`config.mk`:
```
export PLATFORM = sky130hd
export DESIGN_NAME = mmt_queue
export DESIGN_NICKNAME = d
export VERILOG_FILES = /design/src/sv/mmt_pkg.sv /design/src/sv/mmt_queue.sv
export SDC_FILE = /design/constraint.sdc
export NUM_CORES = 1
export LEC_CHECK = 0
export BUFFER_PORTS_ARGS = -buffer_cell sky130_fd_sc_hd__buf_2
export CORE_MARGIN = 1
export CORE_UTILIZATION = 45
export CTS_BUF_LIST = sky130_fd_sc_hd__clkbuf_8
export DETAILED_ROUTE_END_ITERATION = 8
export PLACE_DENSITY = 0.68
export SLEW_MARGIN = 5
export SYNTH_ARGS = -nofsm -noshare
export SYNTH_HDL_FRONTEND = slang
export SYNTH_SLANG_ARGS = --single-unit
export TNS_END_PERCENT = 20
```
`constraint.sdc`:
```
create_clock -name clk -period 6.2 [get_ports clk]
set_input_delay 0.93 -clock clk [delete_from_list [all_inputs] [get_ports clk]]
set_output_delay 0.93 -clock clk [all_outputs]
set_load 0.01 [all_outputs]
```
`src/sv/mmt_pkg.sv`:
```
package mmt_pkg;

    localparam int MAX_DIM_N = 64;
    localparam int DIM_W     = 7;
    localparam int IDX_W     = 6;
    localparam int ADDR_W    = 12;
    localparam int DEPTH     = MAX_DIM_N * MAX_DIM_N;
    localparam int ELEM_W    = 16;
    localparam int PROD_W    = 32;
    localparam int ACC_W     = 40;
    localparam int QDEPTH    = 2;

    localparam logic [DIM_W-1:0] MAX_DIM = DIM_W'(MAX_DIM_N);

    localparam logic [1:0] ACT_LOAD_A = 2'd0;
    localparam logic [1:0] ACT_LOAD_B = 2'd1;
    localparam logic [1:0] ACT_QUERY  = 2'd2;

    localparam logic [1:0] MODE_A_T = 2'd1;
    localparam logic [1:0] MODE_B_T = 2'd2;

    localparam logic [1:0] REG_MODE    = 2'd0;
    localparam logic [1:0] REG_ROWS_M  = 2'd1;
    localparam logic [1:0] REG_INNER_K = 2'd2;
    localparam logic [1:0] REG_COLS_N  = 2'd3;

    localparam logic [1:0] KIND_LOAD_A = 2'd0;
    localparam logic [1:0] KIND_LOAD_B = 2'd1;
    localparam logic [1:0] KIND_QUERY  = 2'd2;
    localparam logic [1:0] KIND_BAD    = 2'd3;

    typedef struct packed {
        logic [1:0]        kind;
        logic [ADDR_W-1:0] a_addr;
        logic [ADDR_W-1:0] b_addr;
        logic [ELEM_W-1:0] value;
        logic [DIM_W-1:0]  a_step;
        logic [DIM_W-1:0]  b_step;
        logic [DIM_W-1:0]  count;
    } item_t;

    function automatic logic [DIM_W-1:0] clamp_dim(input logic [DIM_W-1:0] v);
        logic [DIM_W-1:0] r;
        r = v;
        if (v == '0)
            r = DIM_W'(1);
        else if (v > MAX_DIM)
            r = MAX_DIM;
        return r;
    endfunction

endpackage

```
`src/sv/mmt_queue.sv`:
```
module mmt_queue (
    input  logic           clk,
    input  logic           rst_n,
    input  logic           push,
    input  mmt_pkg::item_t push_item,
    input  logic           pop,
    output logic           full,
    output logic           empty,
    output mmt_pkg::item_t head
);
    import mmt_pkg::*;

    item_t      slot_reg [QDEPTH];
    logic       wr_ptr_reg;
    logic       wr_ptr_next;
    logic       rd_ptr_reg;
    logic       rd_ptr_next;
    logic [1:0] count_reg;
    logic [1:0] count_next;
    logic       do_push;
    logic       do_pop;

    assign full    = (count_reg == 2'(QDEPTH));
    assign empty   = (count_reg == 2'd0);
    assign head    = slot_reg[rd_ptr_reg];
    assign do_push = push && !full;
    assign do_pop  = pop && !empty;

    always_comb
    begin
        wr_ptr_next = do_push ? !wr_ptr_reg : wr_ptr_reg;
        rd_ptr_next = do_pop ? !rd_ptr_reg : rd_ptr_reg;
        count_next  = count_reg + 2'(do_push) - 2'(do_pop);
    end

    always_ff @(posedge clk)
    begin
        if (do_push)
            slot_reg[wr_ptr_reg] <= push_item;
    end

    always_ff @(posedge clk or negedge rst_n)
    begin
        if (!rst_n)
        begin
            wr_ptr_reg <= 1'b0;
            rd_ptr_reg <= 1'b0;
            count_reg  <= 2'd0;
        end
        else
        begin
            wr_ptr_reg <= wr_ptr_next;
            rd_ptr_reg <= rd_ptr_next;
            count_reg  <= count_next;
        end
    end

endmodule

```
==> qor.txt <==
Worst-Margin Slew = 1.18 ns
Slew headroom = 0.215
Hold Buf Count CTS = 0
Area Overhead vs Synth = 21.5%
Met3 Wirelength = 447 um
DRC viols = 0
r2r startpoint = count_reg[0]$_DFF_PN0_
Clock Latency Late Sink = 0.42 ns
Final Setup Violations = 0
drt total wl = 7880 um
grt ovf = 0
met1 wire length = 3010 um
H-Tree Depth = 4
post-synth top area cell = edfxtp_1
root buf cell = clkbuf_8
adder-cell share of the synthesized area = 0.00496
Worst-path clk slew = 0.07 ns
register area = 3890 um2
R2R Setup Slk = 4.00 ns
CORE AREA = 10900 um2
Comb power frac = 0.295
drt first-iter violations = 56
die height = 108 um
Compound-Gate Fraction of Synth Area = 0
worst-path fanout max = 64
skew final = 0.00380 ns
gate count after technology mapping = 214
Critical Path Source = rd_ptr_reg$_DFFE_PN0P_
Longest Clk Path Bufs = 2
Sw Share = 0.287
uppermost routed layer = met4
CP endpoint = head[2]
DP HPWL = 4970 um
Die Footprint = 11600 um2
final hold vios = 0
Starting Density = 0.463
Post-Synth XOR/XNOR Area = 0.00695
outcome = finished clean
Filler cells = 866
Post-DRT Antenna Nets = 0
Post-Syn Area = 5040 um2
synth top area cells = edfxtp_1, mux2_4, buf_12, dfrtp_1, mux2_2
Flop pwr share = 0.479
critical path arrival = 2.22 ns
Pwr Density = 465 nW/um2
CP endpoint kind = output pin
Layout Nets = 428
RR Endpoint = slot_reg[0][17]$_DFFE_PP_
Max VDD drop = 0.245 mV
Post CTS Setup Buffer Count = 0
worst r2r path cells = 4
TritonCTS clock tree = done
RSZ-0062 raised after global routing = false
Via density = 4.69
Simple-Gate Fraction of Synth Area = 0.00595
largest net degree at the start of global routing = 65
mux contribution to synthesized area = 0.185
register area share after synthesis = 0.770
largest family of logic cells by synthesized area = multiplexers
critical path class = flip-flop to output pin
post-synth net total = 283
FF+latch count, synth = 130
gpl congestion = 0.695
met2 WL = 4240 um
post-synth top area share = 0.750
total power draw = 2.85 mW
switching power = 0.817 mW
setup_tns = 0 ns
Vias = 2395
DR WL/cell = 15.4 um
chip width = 108 um
post_cts resized = 0
Clock Power Share = 0.226
Boundary Pins = 132
port bufs = 131
Total GRT Usage = 0.145
FMAX = 317 MHz
first-pass iteration count of the detailed router = 4
Cell variety after synth = 15
Worst EP required = 5.27 ns
CTS Buf Count = 17
leakage power = 2.48 nW
MaxCap Viol Count = 0
Cell Int Power = 2.03 mW
global-route wire length before repair = 11800 um
Yosys warnings = 0
Largest register FFs = 126
CTS sink cnt = 130
share of layout cells above drive strength 1 = 0.609
vias in the first global route = 2461
antenna cells = 0
Final Slew Violations = 0
row cnt = 38
type of origin of the critical path = flip-flop
Hold Path Class = input port to asynchronous set/reset pin
fin crit period = 3.15 ns
post-synthesis average cell area = 23.6 um2
antenna violations before repair = 0
Final Cycle Share = 0.508
Multi-input gate area = 1030 um2
-- routing by layer --
layer | global-route usage | vias up
met5 | 0 | -
met4 | 0.0969 | 0
met3 | 0.0448 | 15
met2 | 0.248 | 78
met1 | 0.152 | 1173
li1 | - | 1129
-- power by group through the flow --
stage / sequential, mW / combinational [mW] / clock [mW]
3_3_place_gp: 1.38 / 0.847 / 0
3_5_place_dp: 1.39 / 0.857 / 0
4_1_cts: 1.37 / 0.860 / 0.670
6_report: 1.37 / 0.839 / 0.645
5_1_grt: 1.39 / 0.908 / 0.701
2_1_floorplan: 1.27 / 0.743 / 0
-- synthesized netlist by cell type, drive strengths merged --
master  number
nor2         2
xor2         1
and3         1
edfxtp     126
nand2        1
xnor2        3
mux2        63
nand2b       1
buf          7
nor2b        1
ha           2
dfrtp        4
inv          2
-- kinds of logic (layout without fill, tap and decap cells) --
| kind of cell | count (synthesis) | count (layout) |
|---|---|---|
| flops | 130 | 130 |
| mux | 63 | 63 |
| buf+inv | 9 | 166 |
| simple gates | 6 | 6 |
| xor+xnor | 4 | 4 |
| fa+ha+maj | 2 | 2 |
-- metrics by stage --
| step | cell area (um2) | hold WS (ns) | worst slack (ns) | instances | util |
|---|---|---|---|---|---|
| 2_1_floorplan | 5040 | 0.461 | 2.06 | 214 | - |
| 3_3_place_gp | 5770 | 0.482 | 3.47 | 480 | 0.530 |
| 3_5_place_dp | 5770 | 0.493 | 3.47 | 480 | 0.530 |
| 4_1_cts | 6130 | 0.269 | 2.99 | 511 | 0.563 |
| 5_1_grt | 6130 | 0.275 | 2.93 | 511 | 0.563 |
| 6_report | 6130 | 0.300 | 3.05 | 511 | 0.563 |
-- cell type report --
type,count,area share
flip-flops and latches,130,0.634
well taps,140,0.0286
multi-input cells,75,0.168
clock buffers,17,0.0382
repair buffers,133,0.109
clock inverters,14,0.0204
inverters,2,0.00122
-- critical path: stages (launching register included) --
cell and delay (ns):
dfrtp_4 1.21, mux2_2 0.42, buf_2 0.14
-- cells in the final DEF, fill, tap and decap left out --
cell          n
nand2_1       1
dfrtp_1       3
xnor2_1       3
ha_1          2
edfxtp_1    126
buf_2       131
mux2_4       59
nor2_1        1
clkinv_1      2
clkinv_2      4
and3_2        1
nor2b_1       1
buf_4         2
xor2_1        1
clkbuf_8     17
bufinv_16     2
mux2_2        4
nand2b_1      1
nor2_4        1
dfrtp_4       1
inv_1         4
clkinvlp_4    4
-- worst min-delay path by stage --
stage	start	endpoint	slack (ns)	depth (start not counted)
floorplan	wr_ptr_reg$_DFFE_PN0P_	wr_ptr_reg$_DFFE_PN0P_	0.46	1
global placement	count_reg[1]$_DFF_PN0_	count_reg[1]$_DFF_PN0_	0.48	1
detailed placement	count_reg[1]$_DFF_PN0_	count_reg[1]$_DFF_PN0_	0.49	1
CTS	rst_n	count_reg[0]$_DFF_PN0_	0.27	1
global route	rst_n	count_reg[0]$_DFF_PN0_	0.27	1
finish	rst_n	count_reg[0]$_DFF_PN0_	0.30	1
Note: power is estimated with default switching activity, not from simulation.
