File: src/sv/mmt_pkg.sv
package mmt_pkg;

    localparam int MAX_DIM_N = 64;
    localparam int DIM_W     = 7;
    localparam int IDX_W     = 6;
    localparam int ADDR_W    = 12;
    localparam int DEPTH     = MAX_DIM_N * MAX_DIM_N;
    localparam int ELEM_W    = 16;
    localparam int PROD_W    = 32;
    localparam int ACC_W     = 40;
    localparam int QDEPTH    = 2;

    localparam logic [DIM_W-1:0] MAX_DIM = DIM_W'(MAX_DIM_N);

    localparam logic [1:0] ACT_LOAD_A = 2'd0;
    localparam logic [1:0] ACT_LOAD_B = 2'd1;
    localparam logic [1:0] ACT_QUERY  = 2'd2;

    localparam logic [1:0] MODE_A_T = 2'd1;
    localparam logic [1:0] MODE_B_T = 2'd2;

    localparam logic [1:0] REG_MODE    = 2'd0;
    localparam logic [1:0] REG_ROWS_M  = 2'd1;
    localparam logic [1:0] REG_INNER_K = 2'd2;
    localparam logic [1:0] REG_COLS_N  = 2'd3;

    localparam logic [1:0] KIND_LOAD_A = 2'd0;
    localparam logic [1:0] KIND_LOAD_B = 2'd1;
    localparam logic [1:0] KIND_QUERY  = 2'd2;
    localparam logic [1:0] KIND_BAD    = 2'd3;

    typedef struct packed {
        logic [1:0]        kind;
        logic [ADDR_W-1:0] a_addr;
        logic [ADDR_W-1:0] b_addr;
        logic [ELEM_W-1:0] value;
        logic [DIM_W-1:0]  a_step;
        logic [DIM_W-1:0]  b_step;
        logic [DIM_W-1:0]  count;
    } item_t;

    function automatic logic [DIM_W-1:0] clamp_dim(input logic [DIM_W-1:0] v);
        logic [DIM_W-1:0] r;
        r = v;
        if (v == '0)
            r = DIM_W'(1);
        else if (v > MAX_DIM)
            r = MAX_DIM;
        return r;
    endfunction

endpackage

File: src/sv/mmt_front.sv
module mmt_front (
    input  logic                            clk,
    input  logic                            rst_n,
    input  logic                            accept,
    input  logic                            cfg_we,
    input  logic [1:0]                      cfg_index,
    input  logic [mmt_pkg::DIM_W-1:0]       cfg_data,
    input  logic [1:0]                      action,
    input  logic [mmt_pkg::ADDR_W-1:0]      position,
    input  logic signed [mmt_pkg::ELEM_W-1:0] value,
    input  logic [mmt_pkg::IDX_W-1:0]       row,
    input  logic [mmt_pkg::IDX_W-1:0]       col,
    output logic                            push,
    output mmt_pkg::item_t                  item
);
    import mmt_pkg::*;

    logic [1:0]       mode_reg;
    logic [DIM_W-1:0] rows_m_reg;
    logic [DIM_W-1:0] inner_k_reg;
    logic [DIM_W-1:0] cols_n_reg;

    logic [2*DIM_W-1:0]   mk;
    logic [2*DIM_W-1:0]   kn;
    logic [ADDR_W:0]      rk;
    logic [ADDR_W:0]      ck;
    logic                 bad;
    logic                 keep;

    always_ff @(posedge clk or negedge rst_n)
    begin
        if (!rst_n)
        begin
            mode_reg    <= '0;
            rows_m_reg  <= MAX_DIM;
            inner_k_reg <= MAX_DIM;
            cols_n_reg  <= MAX_DIM;
        end
        else if (cfg_we)
        begin
            unique case (cfg_index)
                REG_MODE:    mode_reg    <= cfg_data[1:0];
                REG_ROWS_M:  rows_m_reg  <= clamp_dim(cfg_data);
                REG_INNER_K: inner_k_reg <= clamp_dim(cfg_data);
                REG_COLS_N:  cols_n_reg  <= clamp_dim(cfg_data);
                default:     mode_reg    <= mode_reg;
            endcase
        end
    end

    assign mk = (2*DIM_W)'(rows_m_reg) * (2*DIM_W)'(inner_k_reg);
    assign kn = (2*DIM_W)'(inner_k_reg) * (2*DIM_W)'(cols_n_reg);
    assign rk = (ADDR_W+1)'(row) * (ADDR_W+1)'(inner_k_reg);
    assign ck = (ADDR_W+1)'(col) * (ADDR_W+1)'(inner_k_reg);
    assign bad = (DIM_W'(row) >= rows_m_reg) || (DIM_W'(col) >= cols_n_reg);

    always_comb
    begin
        item        = '0;
        item.value  = value;
        item.count  = inner_k_reg;
        keep        = 1'b0;
        unique case (action)
            ACT_LOAD_A:
            begin
                item.kind   = KIND_LOAD_A;
                item.a_addr = position;
                keep        = (2*DIM_W)'(position) < mk;
            end
            ACT_LOAD_B:
            begin
                item.kind   = KIND_LOAD_B;
                item.a_addr = position;
                keep        = (2*DIM_W)'(position) < kn;
            end
            ACT_QUERY:
            begin
                keep        = 1'b1;
                item.kind   = bad ? KIND_BAD : KIND_QUERY;
                item.a_addr = (mode_reg == MODE_A_T) ? ADDR_W'(row) : rk[ADDR_W-1:0];
                item.a_step = (mode_reg == MODE_A_T) ? rows_m_reg : DIM_W'(1);
                item.b_addr = (mode_reg == MODE_B_T) ? ck[ADDR_W-1:0] : ADDR_W'(col);
                item.b_step = (mode_reg == MODE_B_T) ? DIM_W'(1) : cols_n_reg;
            end
            default:
            begin
                keep = 1'b0;
            end
        endcase
    end

    assign push = accept && keep;

endmodule

File: config.mk
export PLATFORM = sky130hd
export DESIGN_NAME = mmt_front
export DESIGN_NICKNAME = d
export VERILOG_FILES = /design/src/sv/mmt_pkg.sv /design/src/sv/mmt_front.sv
export SDC_FILE = /design/constraint.sdc
export NUM_CORES = 1
export LEC_CHECK = 0
export BUFFER_PORTS_ARGS = -buffer_cell sky130_fd_sc_hd__buf_2
export CORE_ASPECT_RATIO = 1.4
export CORE_MARGIN = 2
export CORE_UTILIZATION = 30
export CTS_BUF_LIST = sky130_fd_sc_hd__clkbuf_8
export DETAILED_ROUTE_END_ITERATION = 6
export SLEW_MARGIN = 40
export SYNTH_ARGS = -nofsm -noshare
export SYNTH_HDL_FRONTEND = slang
export SYNTH_SLANG_ARGS = --single-unit
File: constraint.sdc
create_clock -name clk -period 10 [get_ports clk]
set_input_delay 3 -clock clk [delete_from_list [all_inputs] [get_ports clk]]
set_output_delay 3 -clock clk [all_outputs]
set_load 0.005 [all_outputs]
==> flow_results.xml, run 1 <==
<?xml version="1.0" encoding="UTF-8"?>
<metrics>
  <group name="die">
    <metric name="fp.dieArea" unit="sq um">27000</metric>
    <metric name="floorplan.initialDensity" unit="">0.304</metric>
    <metric name="die_height" unit="microns">194</metric>
    <metric name="top_level_ports" unit="">119</metric>
    <metric name="core_area" unit="sq um">25300</metric>
    <metric name="die_w" unit="microns">139</metric>
    <metric name="placement_rows" unit="">69</metric>
  </group>
  <group name="power">
    <metric name="report.power.total" unit="uW">850</metric>
    <metric name="total_leakage_power" unit="nW">4.53</metric>
    <metric name="pwr_density_cell" unit="nW/um^2">101</metric>
    <metric name="vdd.ir_drop.worst" unit="uV">56.2</metric>
  </group>
  <group name="global_route">
    <metric name="pin_count_of_the_biggest_net_entering_global_routing" unit="">28</metric>
    <metric name="grt_first_pass_wirelength" unit="mm">33.8</metric>
    <metric name="initial_antenna_violation_count" unit="">1</metric>
    <metric name="globalRouteOverflowTotal" unit="">0</metric>
    <metric name="grt_use_total" unit="">0.152</metric>
    <metric name="number_of_global_route_vias_before_repair" unit="">6687</metric>
  </group>
  <group name="timing">
    <metric name="timing_max_transition_violations_final" unit="">0</metric>
    <metric name="max_clock_freq" unit="MHz">103</metric>
    <metric name="setup_tns" unit="ns">0</metric>
    <metric name="worst_slew_margin_rel" unit="">0.647</metric>
    <metric name="final_period_minus_worst_setup_slack" unit="ns">9.67</metric>
    <metric name="setup_skew" unit="ns">0</metric>
    <metric name="timing.final.crit_share" unit="">0.967</metric>
    <metric name="grt_setup_unrepaired" unit="">no</metric>
    <metric name="report.final.hold_viol_count" unit="">0</metric>
    <metric name="slew_at_the_pin_with_the_worst_max_slew_slack" unit="ns">0.528</metric>
    <metric name="final-setup-viol-count" unit="">0</metric>
  </group>
  <group name="setup_path">
    <metric name="worst-setup-path-type" unit="">in -&gt; out</metric>
    <metric name="worstSetupEndpointType" unit="">primary output</metric>
    <metric name="cpMostUsedCell" unit="">fa_1</metric>
    <metric name="timing.critical_path.slowest_cell_delay" unit="ns">0.53</metric>
    <metric name="arrival" unit="ns">6.67</metric>
    <metric name="timing.critical_path.cells" unit="">buf_2 &gt; and2_1 &gt; fa_1 &gt; inv_1 &gt; fa_1 &gt; fa_1 &gt; inv_1 &gt; ha_1 &gt; a21o_1 &gt; a21oi_1 &gt; nor2b_1 &gt; o21a_1 &gt; o41ai_1 &gt; xnor2_1 &gt; o22ai_1 &gt; buf_2</metric>
    <metric name="reg2regPathDepth" unit="">2</metric>
    <metric name="worstPathRequired" unit="ns">7.00</metric>
    <metric name="critPathSlowestCell" unit="">fa_1</metric>
    <metric name="critPathLaunchType" unit="">primary input</metric>
    <metric name="crit_path_max_fanout" unit="">8</metric>
  </group>
  <group name="synth">
    <metric name="syn-cell-area" unit="sq um">7700</metric>
    <metric name="async_reset_ff_frac" unit="">1.00</metric>
    <metric name="synth.avg_cell_area" unit="sq um">8.32</metric>
    <metric name="main_combinational_cell_family_by_area_after_synthesis" unit="">adder cells</metric>
    <metric name="share_of_the_synthesized_area_in_the_top_cell_type" unit="">0.229</metric>
    <metric name="nets_in_the_synthesized_netlist" unit="">1206</metric>
    <metric name="ys_warn_count" unit="">0</metric>
    <metric name="synth_simple_gate_area_frac" unit="">0.215</metric>
    <metric name="synth_compound_area_frac" unit="">0.110</metric>
    <metric name="synth_sequential_area_ratio" unit="">0.0752</metric>
    <metric name="synth_edf_count" unit="">0</metric>
    <metric name="synth-adder-area-share" unit="">0.453</metric>
    <metric name="yosys-top-cells-area" unit="">fa_1 (23%), ha_1 (22%), and2_1 (8.4%)</metric>
    <metric name="cell_count_after_synthesis" unit="">925</metric>
    <metric name="synth.ff_latch_count" unit="">23</metric>
    <metric name="synthFlopType" unit="">dfrtp_1</metric>
    <metric name="yosys.area_share.xor_xnor" unit="">0.0409</metric>
    <metric name="mux_share_of_post_synthesis_cell_area" unit="">0.0125</metric>
    <metric name="synth.lib_cells_used.distinct" unit="">56</metric>
    <metric name="synth_top_cell_by_area" unit="">fa_1</metric>
  </group>
  <group name="clocking">
    <metric name="post_cts_repair_setup_buffers" unit="">0</metric>
    <metric name="path_clk_slew" unit="ns">0.08</metric>
    <metric name="htree_levels" unit="">1</metric>
    <metric name="cts_buffers" unit="">3</metric>
    <metric name="post_cts_resize_count" unit="">0</metric>
    <metric name="cts_tree" unit="">yes</metric>
    <metric name="cts-root-to-sink-buffers" unit="">2</metric>
    <metric name="cts_hold_buffers" unit="">0</metric>
    <metric name="cts_root_buffer" unit="">clkbuf_8</metric>
    <metric name="tritoncts_num_sinks" unit="">23</metric>
    <metric name="clk_latency" unit="ns">0.26</metric>
  </group>
  <group name="layout">
    <metric name="mostFrequentLayoutCells" unit="">ha_1 (138), inv_1 (125), nand2_1 (119)</metric>
    <metric name="n_antenna_cell" unit="">0</metric>
    <metric name="layout_commonest_cell" unit="">ha_1</metric>
    <metric name="post_route_cells_drive_above_1_share" unit="">0.118</metric>
    <metric name="design.final.nets" unit="">1257</metric>
    <metric name="area_growth_from_synthesis_to_layout" unit="%">9.13</metric>
  </group>
  <group name="route">
    <metric name="ant_nets" unit="">0</metric>
    <metric name="detail_route.wl_per_cell" unit="microns">15.7</metric>
    <metric name="drt_iter0_drc" unit="">213</metric>
    <metric name="drcViolationCount" unit="">0</metric>
    <metric name="routed_via_density" unit="">4.87</metric>
    <metric name="finalWirelength" unit="mm">20.3</metric>
    <metric name="num_vias" unit="">6297</metric>
    <metric name="drt_first_pass_iters" unit="">4</metric>
  </group>
  <group name="min_path">
    <metric name="hold_path_class" unit="">reg -&gt; reg</metric>
    <metric name="hold-path-cell-count" unit="">2</metric>
  </group>
  <group name="placement">
    <metric name="place.detailed.hpwl" unit="mm">17.2</metric>
    <metric name="routabilityCongestion" unit="">0.868</metric>
    <metric name="port-buffer-count" unit="">86</metric>
  </group>
  <group name="outcome">
    <metric name="outcome" unit="">complete, no violations</metric>
  </group>
  <group name="job">
    <metric name="maxCapViolCount" unit="">0</metric>
  </group>
</metrics>
==> cell type report <==
class	instances	area, sq um
fill	2690	16900
multi-input combinational	726	6400
sequential	23	579
timing repair buffer	96	505
inverter	126	473
tap	319	399
clock buffer	3	41.3
clock inverter	1	5.00
==> where the power goes <==
group	switching, mW	internal, mW
clock	0.0304	0.0278
sequential	0.0331	0.108
combinational	0.373	0.278
==> synth_stat cells, types with 2 or more instances <==
cell type,n
a211o_1,3
a211oi_1,5
a21o_1,15
a21oi_1,30
a31oi_1,2
and2_1,104
and3_1,9
buf_1,2
buf_4,16
clkbuf_1,32
dfrtp_1,20
dfstp_2,3
fa_1,88
ha_1,138
inv_1,125
mux2_2,5
mux2i_1,4
nand2_1,119
nand2b_1,17
nand3_1,5
nand3b_1,2
nor2_1,31
nor2b_1,10
nor3_1,16
nor4b_1,3
o2111ai_1,2
o21a_1,10
o21ai_0,27
o21ai_1,4
o21bai_1,3
o22ai_1,11
o31ai_1,4
o41ai_1,2
or3_1,2
xnor2_1,17
xor2_1,19
==> critical path: cells and delay by family <==
family	cells	cell delay, ns
XOR/XNOR	1	0.13
AO/OA/AOI/OAI	5	1.10
AND/OR/NAND/NOR	2	0.24
buffers and inverters	4	0.39
adder cells (fa/ha/maj)	4	1.80
==> routing by layer <==
layer,global-route usage,vias up,part of all wire
li1,-,3095,-
met1,0.197,3066,0.45
met2,0.276,112,0.50
met3,0.0106,22,0.028
met4,0.0333,2,0.019
met5,0,-,0.00064
==> logic make-up after synthesis <==
kind of cell,count (synthesis)
and+or+nand+nor,325
muxes,9
xor gates and xnor gates,36
DFF,23
buffers and inverters,176
adders and majority gates,226
AOI/OAI and AO/OA,130
==> stage by stage <==
step                setup slack [ns]  instances  area (sq um)  hold slack, ns  utilization
finish                         0.334       1294          8400           0.545        0.332
global route                   0.103       1294          8400           0.596        0.332
CTS                            0.327       1294          8400           0.549        0.332
detailed placement             0.296       1290          8360           0.529        0.330
global placement               0.397       1290          8360           0.524        0.330
floorplan                      0.707        925          7700           0.510            -
==> final timing paths <==
| path | startpoint | slack, ns | to |
|---|---|---|---|
| max | row[0] | 0.33 | item[60] |
| min | inner_k_reg[3] | 0.55 | inner_k_reg[3] |
| max reg2reg | inner_k_reg[6] | 8.87 | inner_k_reg[6] |
| min reg2reg | inner_k_reg[3] | 0.55 | inner_k_reg[3] |
| max in group asynchronous | rst_n | 6.93 | cols_n_reg[6] |
| min in group asynchronous | rst_n | 2.70 | rows_m_reg[4] |
No activity file was read; power rests on OpenSTA's default activity.
==> inputs of run 2 (changes only) <==
--- a/config.mk
+++ b/config.mk
@@ -6,7 +6,6 @@
 export NUM_CORES = 1
 export LEC_CHECK = 0
 export BUFFER_PORTS_ARGS = -buffer_cell sky130_fd_sc_hd__buf_2
-export CORE_ASPECT_RATIO = 1.4
 export CORE_MARGIN = 2
 export CORE_UTILIZATION = 30
 export CTS_BUF_LIST = sky130_fd_sc_hd__clkbuf_8
==> run 2 against run 1 <==
Final cell count rose by 0.85%. Core utilization increased by 0.20 points. Non-clock buffer count did not move. Final area is 0.15% higher. Critical endpoint is now item[48]. Clock skew stayed put. Largest power group unchanged. Critical path type unchanged.
==> flow_results.xml, run 2 (same netlist as run 1, synthesis figures left out) <==
<?xml version="1.0" encoding="UTF-8"?>
<metrics>
  <group name="timing">
    <metric name="minimum_setup_slack_in_the_final_design" unit="ns">0.390</metric>
    <metric name="fin_worst_hold_slack" unit="ns">0.562</metric>
    <metric name="slew_at_the_pin_with_the_worst_max_slew_slack" unit="ns">0.524</metric>
    <metric name="final_period_minus_worst_setup_slack" unit="ns">9.61</metric>
    <metric name="worst_slew_margin_rel" unit="">0.651</metric>
    <metric name="setup_skew" unit="ns">0</metric>
    <metric name="report.final.hold_viol_count" unit="">0</metric>
    <metric name="timing.final.crit_share" unit="">0.961</metric>
    <metric name="timing_max_transition_violations_final" unit="">0</metric>
    <metric name="grt_setup_unrepaired" unit="">no</metric>
    <metric name="final-setup-viol-count" unit="">0</metric>
    <metric name="setup_tns" unit="ns">0</metric>
    <metric name="max_clock_freq" unit="MHz">104</metric>
  </group>
  <group name="placement">
    <metric name="place.detailed.instances" unit="">1301</metric>
    <metric name="place.detailed.hpwl" unit="mm">16.9</metric>
    <metric name="port-buffer-count" unit="">86</metric>
    <metric name="routabilityCongestion" unit="">0.801</metric>
    <metric name="placement.cell_area" unit="sq um">8370</metric>
    <metric name="place_worst_setup_slack" unit="ns">0.404</metric>
  </group>
  <group name="min_path">
    <metric name="hold_path_class" unit="">reg -&gt; reg</metric>
  </group>
  <group name="route">
    <metric name="drt_first_pass_iters" unit="">4</metric>
    <metric name="detail_route.wl_per_cell" unit="microns">15.7</metric>
    <metric name="num_vias" unit="">6303</metric>
    <metric name="drt_iter0_drc" unit="">306</metric>
    <metric name="ant_nets" unit="">0</metric>
    <metric name="routed_via_density" unit="">4.83</metric>
    <metric name="drcViolationCount" unit="">0</metric>
    <metric name="finalWirelength" unit="mm">20.4</metric>
  </group>
  <group name="global_route">
    <metric name="grt_use_total" unit="">0.156</metric>
    <metric name="pin_count_of_the_biggest_net_entering_global_routing" unit="">28</metric>
    <metric name="globalRouteOverflowTotal" unit="">0</metric>
    <metric name="number_of_global_route_vias_before_repair" unit="">6425</metric>
    <metric name="initial_antenna_violation_count" unit="">0</metric>
    <metric name="grt_first_pass_wirelength" unit="mm">33.6</metric>
  </group>
  <group name="setup_path">
    <metric name="worstPathRequired" unit="ns">7.00</metric>
    <metric name="critPathLaunchType" unit="">primary input</metric>
    <metric name="crit_path_max_fanout" unit="">9</metric>
    <metric name="worstSetupEndpointType" unit="">primary output</metric>
    <metric name="arrival" unit="ns">6.61</metric>
    <metric name="worst-setup-path-type" unit="">in -&gt; out</metric>
  </group>
  <group name="clocking">
    <metric name="cts_buffers" unit="">3</metric>
    <metric name="clk_latency" unit="ns">0.26</metric>
    <metric name="post_cts_resize_count" unit="">0</metric>
    <metric name="path_clk_slew" unit="ns">0.08</metric>
    <metric name="post_cts_repair_setup_buffers" unit="">0</metric>
    <metric name="cts-root-to-sink-buffers" unit="">2</metric>
    <metric name="cts_root_buffer" unit="">clkbuf_8</metric>
    <metric name="htree_levels" unit="">1</metric>
    <metric name="tritoncts_num_sinks" unit="">23</metric>
    <metric name="cts_hold_buffers" unit="">0</metric>
    <metric name="cts_tree" unit="">yes</metric>
  </group>
  <group name="die">
    <metric name="placement_rows" unit="">58</metric>
    <metric name="floorplan.initialDensity" unit="">0.306</metric>
    <metric name="core_area" unit="sq um">25200</metric>
    <metric name="fp.dieArea" unit="sq um">27000</metric>
    <metric name="top_level_ports" unit="">119</metric>
    <metric name="die_w" unit="microns">164</metric>
    <metric name="die_height" unit="microns">164</metric>
  </group>
  <group name="layout">
    <metric name="post_layout_nonfiller_instances" unit="">1305</metric>
    <metric name="n_antenna_cell" unit="">0</metric>
    <metric name="layout_commonest_cell" unit="">ha_1</metric>
    <metric name="mostFrequentLayoutCells" unit="">ha_1 (138), inv_1 (126), nand2_1 (119)</metric>
    <metric name="fill_cells" unit="">2655</metric>
    <metric name="final_design_area_no_fill" unit="sq um">8420</metric>
    <metric name="area_growth_from_synthesis_to_layout" unit="%">9.29</metric>
    <metric name="design.final.nets" unit="">1257</metric>
    <metric name="post_route_cells_drive_above_1_share" unit="">0.117</metric>
  </group>
  <group name="power">
    <metric name="total_leakage_power" unit="nW">4.53</metric>
    <metric name="vdd.ir_drop.worst" unit="uV">53.8</metric>
    <metric name="pwr_density_cell" unit="nW/um^2">100</metric>
  </group>
  <group name="job">
    <metric name="maxCapViolCount" unit="">0</metric>
  </group>
  <group name="outcome">
    <metric name="outcome" unit="">complete, no violations</metric>
  </group>
</metrics>
-- run 2: changes by cell type in the layout (fill, tap and decap cells not counted), sizes merged --
cell,delta
clkinv,-1
inv,+1
-- run 2: through the flow --
stage               utilization  total power, mW
floorplan                     -            0.609
global placement          0.332            0.785
detailed placement        0.332            0.796
CTS                       0.334            0.857
global route              0.334            0.957
finish                    0.334            0.846
-- run 2: report_power, final --
part / internal (mW) / switching [mW] / leakage, nW
combinational: 0.278 / 0.368 / 4.21
sequential: 0.108 / 0.0340 / 0.291
clock: 0.0275 / 0.0303 / 0.0269
total: 0.413 / 0.433 / 4.53
-- run 2: path summary, 6_finish.rpt --
path	slack [ns]	startpoint	cells after the start	endpoint
max	0.39	col[2]	16	item[48]
max in group asynchronous	6.93	rst_n	1	inner_k_reg[6]
min	0.56	mode_reg[0]	1	mode_reg[0]
min reg2reg	0.56	mode_reg[0]	1	mode_reg[0]
max reg2reg	8.78	inner_k_reg[4]	3	inner_k_reg[4]
min in group asynchronous	2.70	rst_n	1	rows_m_reg[0]
-- run 2: metal layers --
| metal | global-route usage | routed length, microns |
|---|---|---|
| met5 | 0 | 0 |
| met4 | 0.0195 | 143 |
| met3 | 0.00934 | 1180 |
| met2 | 0.265 | 9800 |
| met1 | 0.224 | 9300 |
-- run 2: layout make-up --
type	count	area [sq um]	share of cell area
Timing Repair Buffer	96	505	0.0601
Clock inverter	1	3.75	0.000446
Inverter	126	473	0.0562
Multi-Input combinational cell	726	6400	0.760
Tap cell	330	413	0.0491
Sequential cell	23	579	0.0688
Clock buffer	3	41.3	0.00491
-- run 2: critical path, cell delays in order --
cell and delay, ns:
buf_2 0.15, and2_1 0.19, fa_1 0.54, inv_1 0.05, fa_1 0.46, fa_1 0.55, inv_1 0.04, ha_1 0.32
a21o_1 0.19, a21oi_1 0.16, nor2b_1 0.08, o21a_1 0.18, o41ai_1 0.31, xnor2_1 0.17, nor2_1 0.06, buf_2 0.13
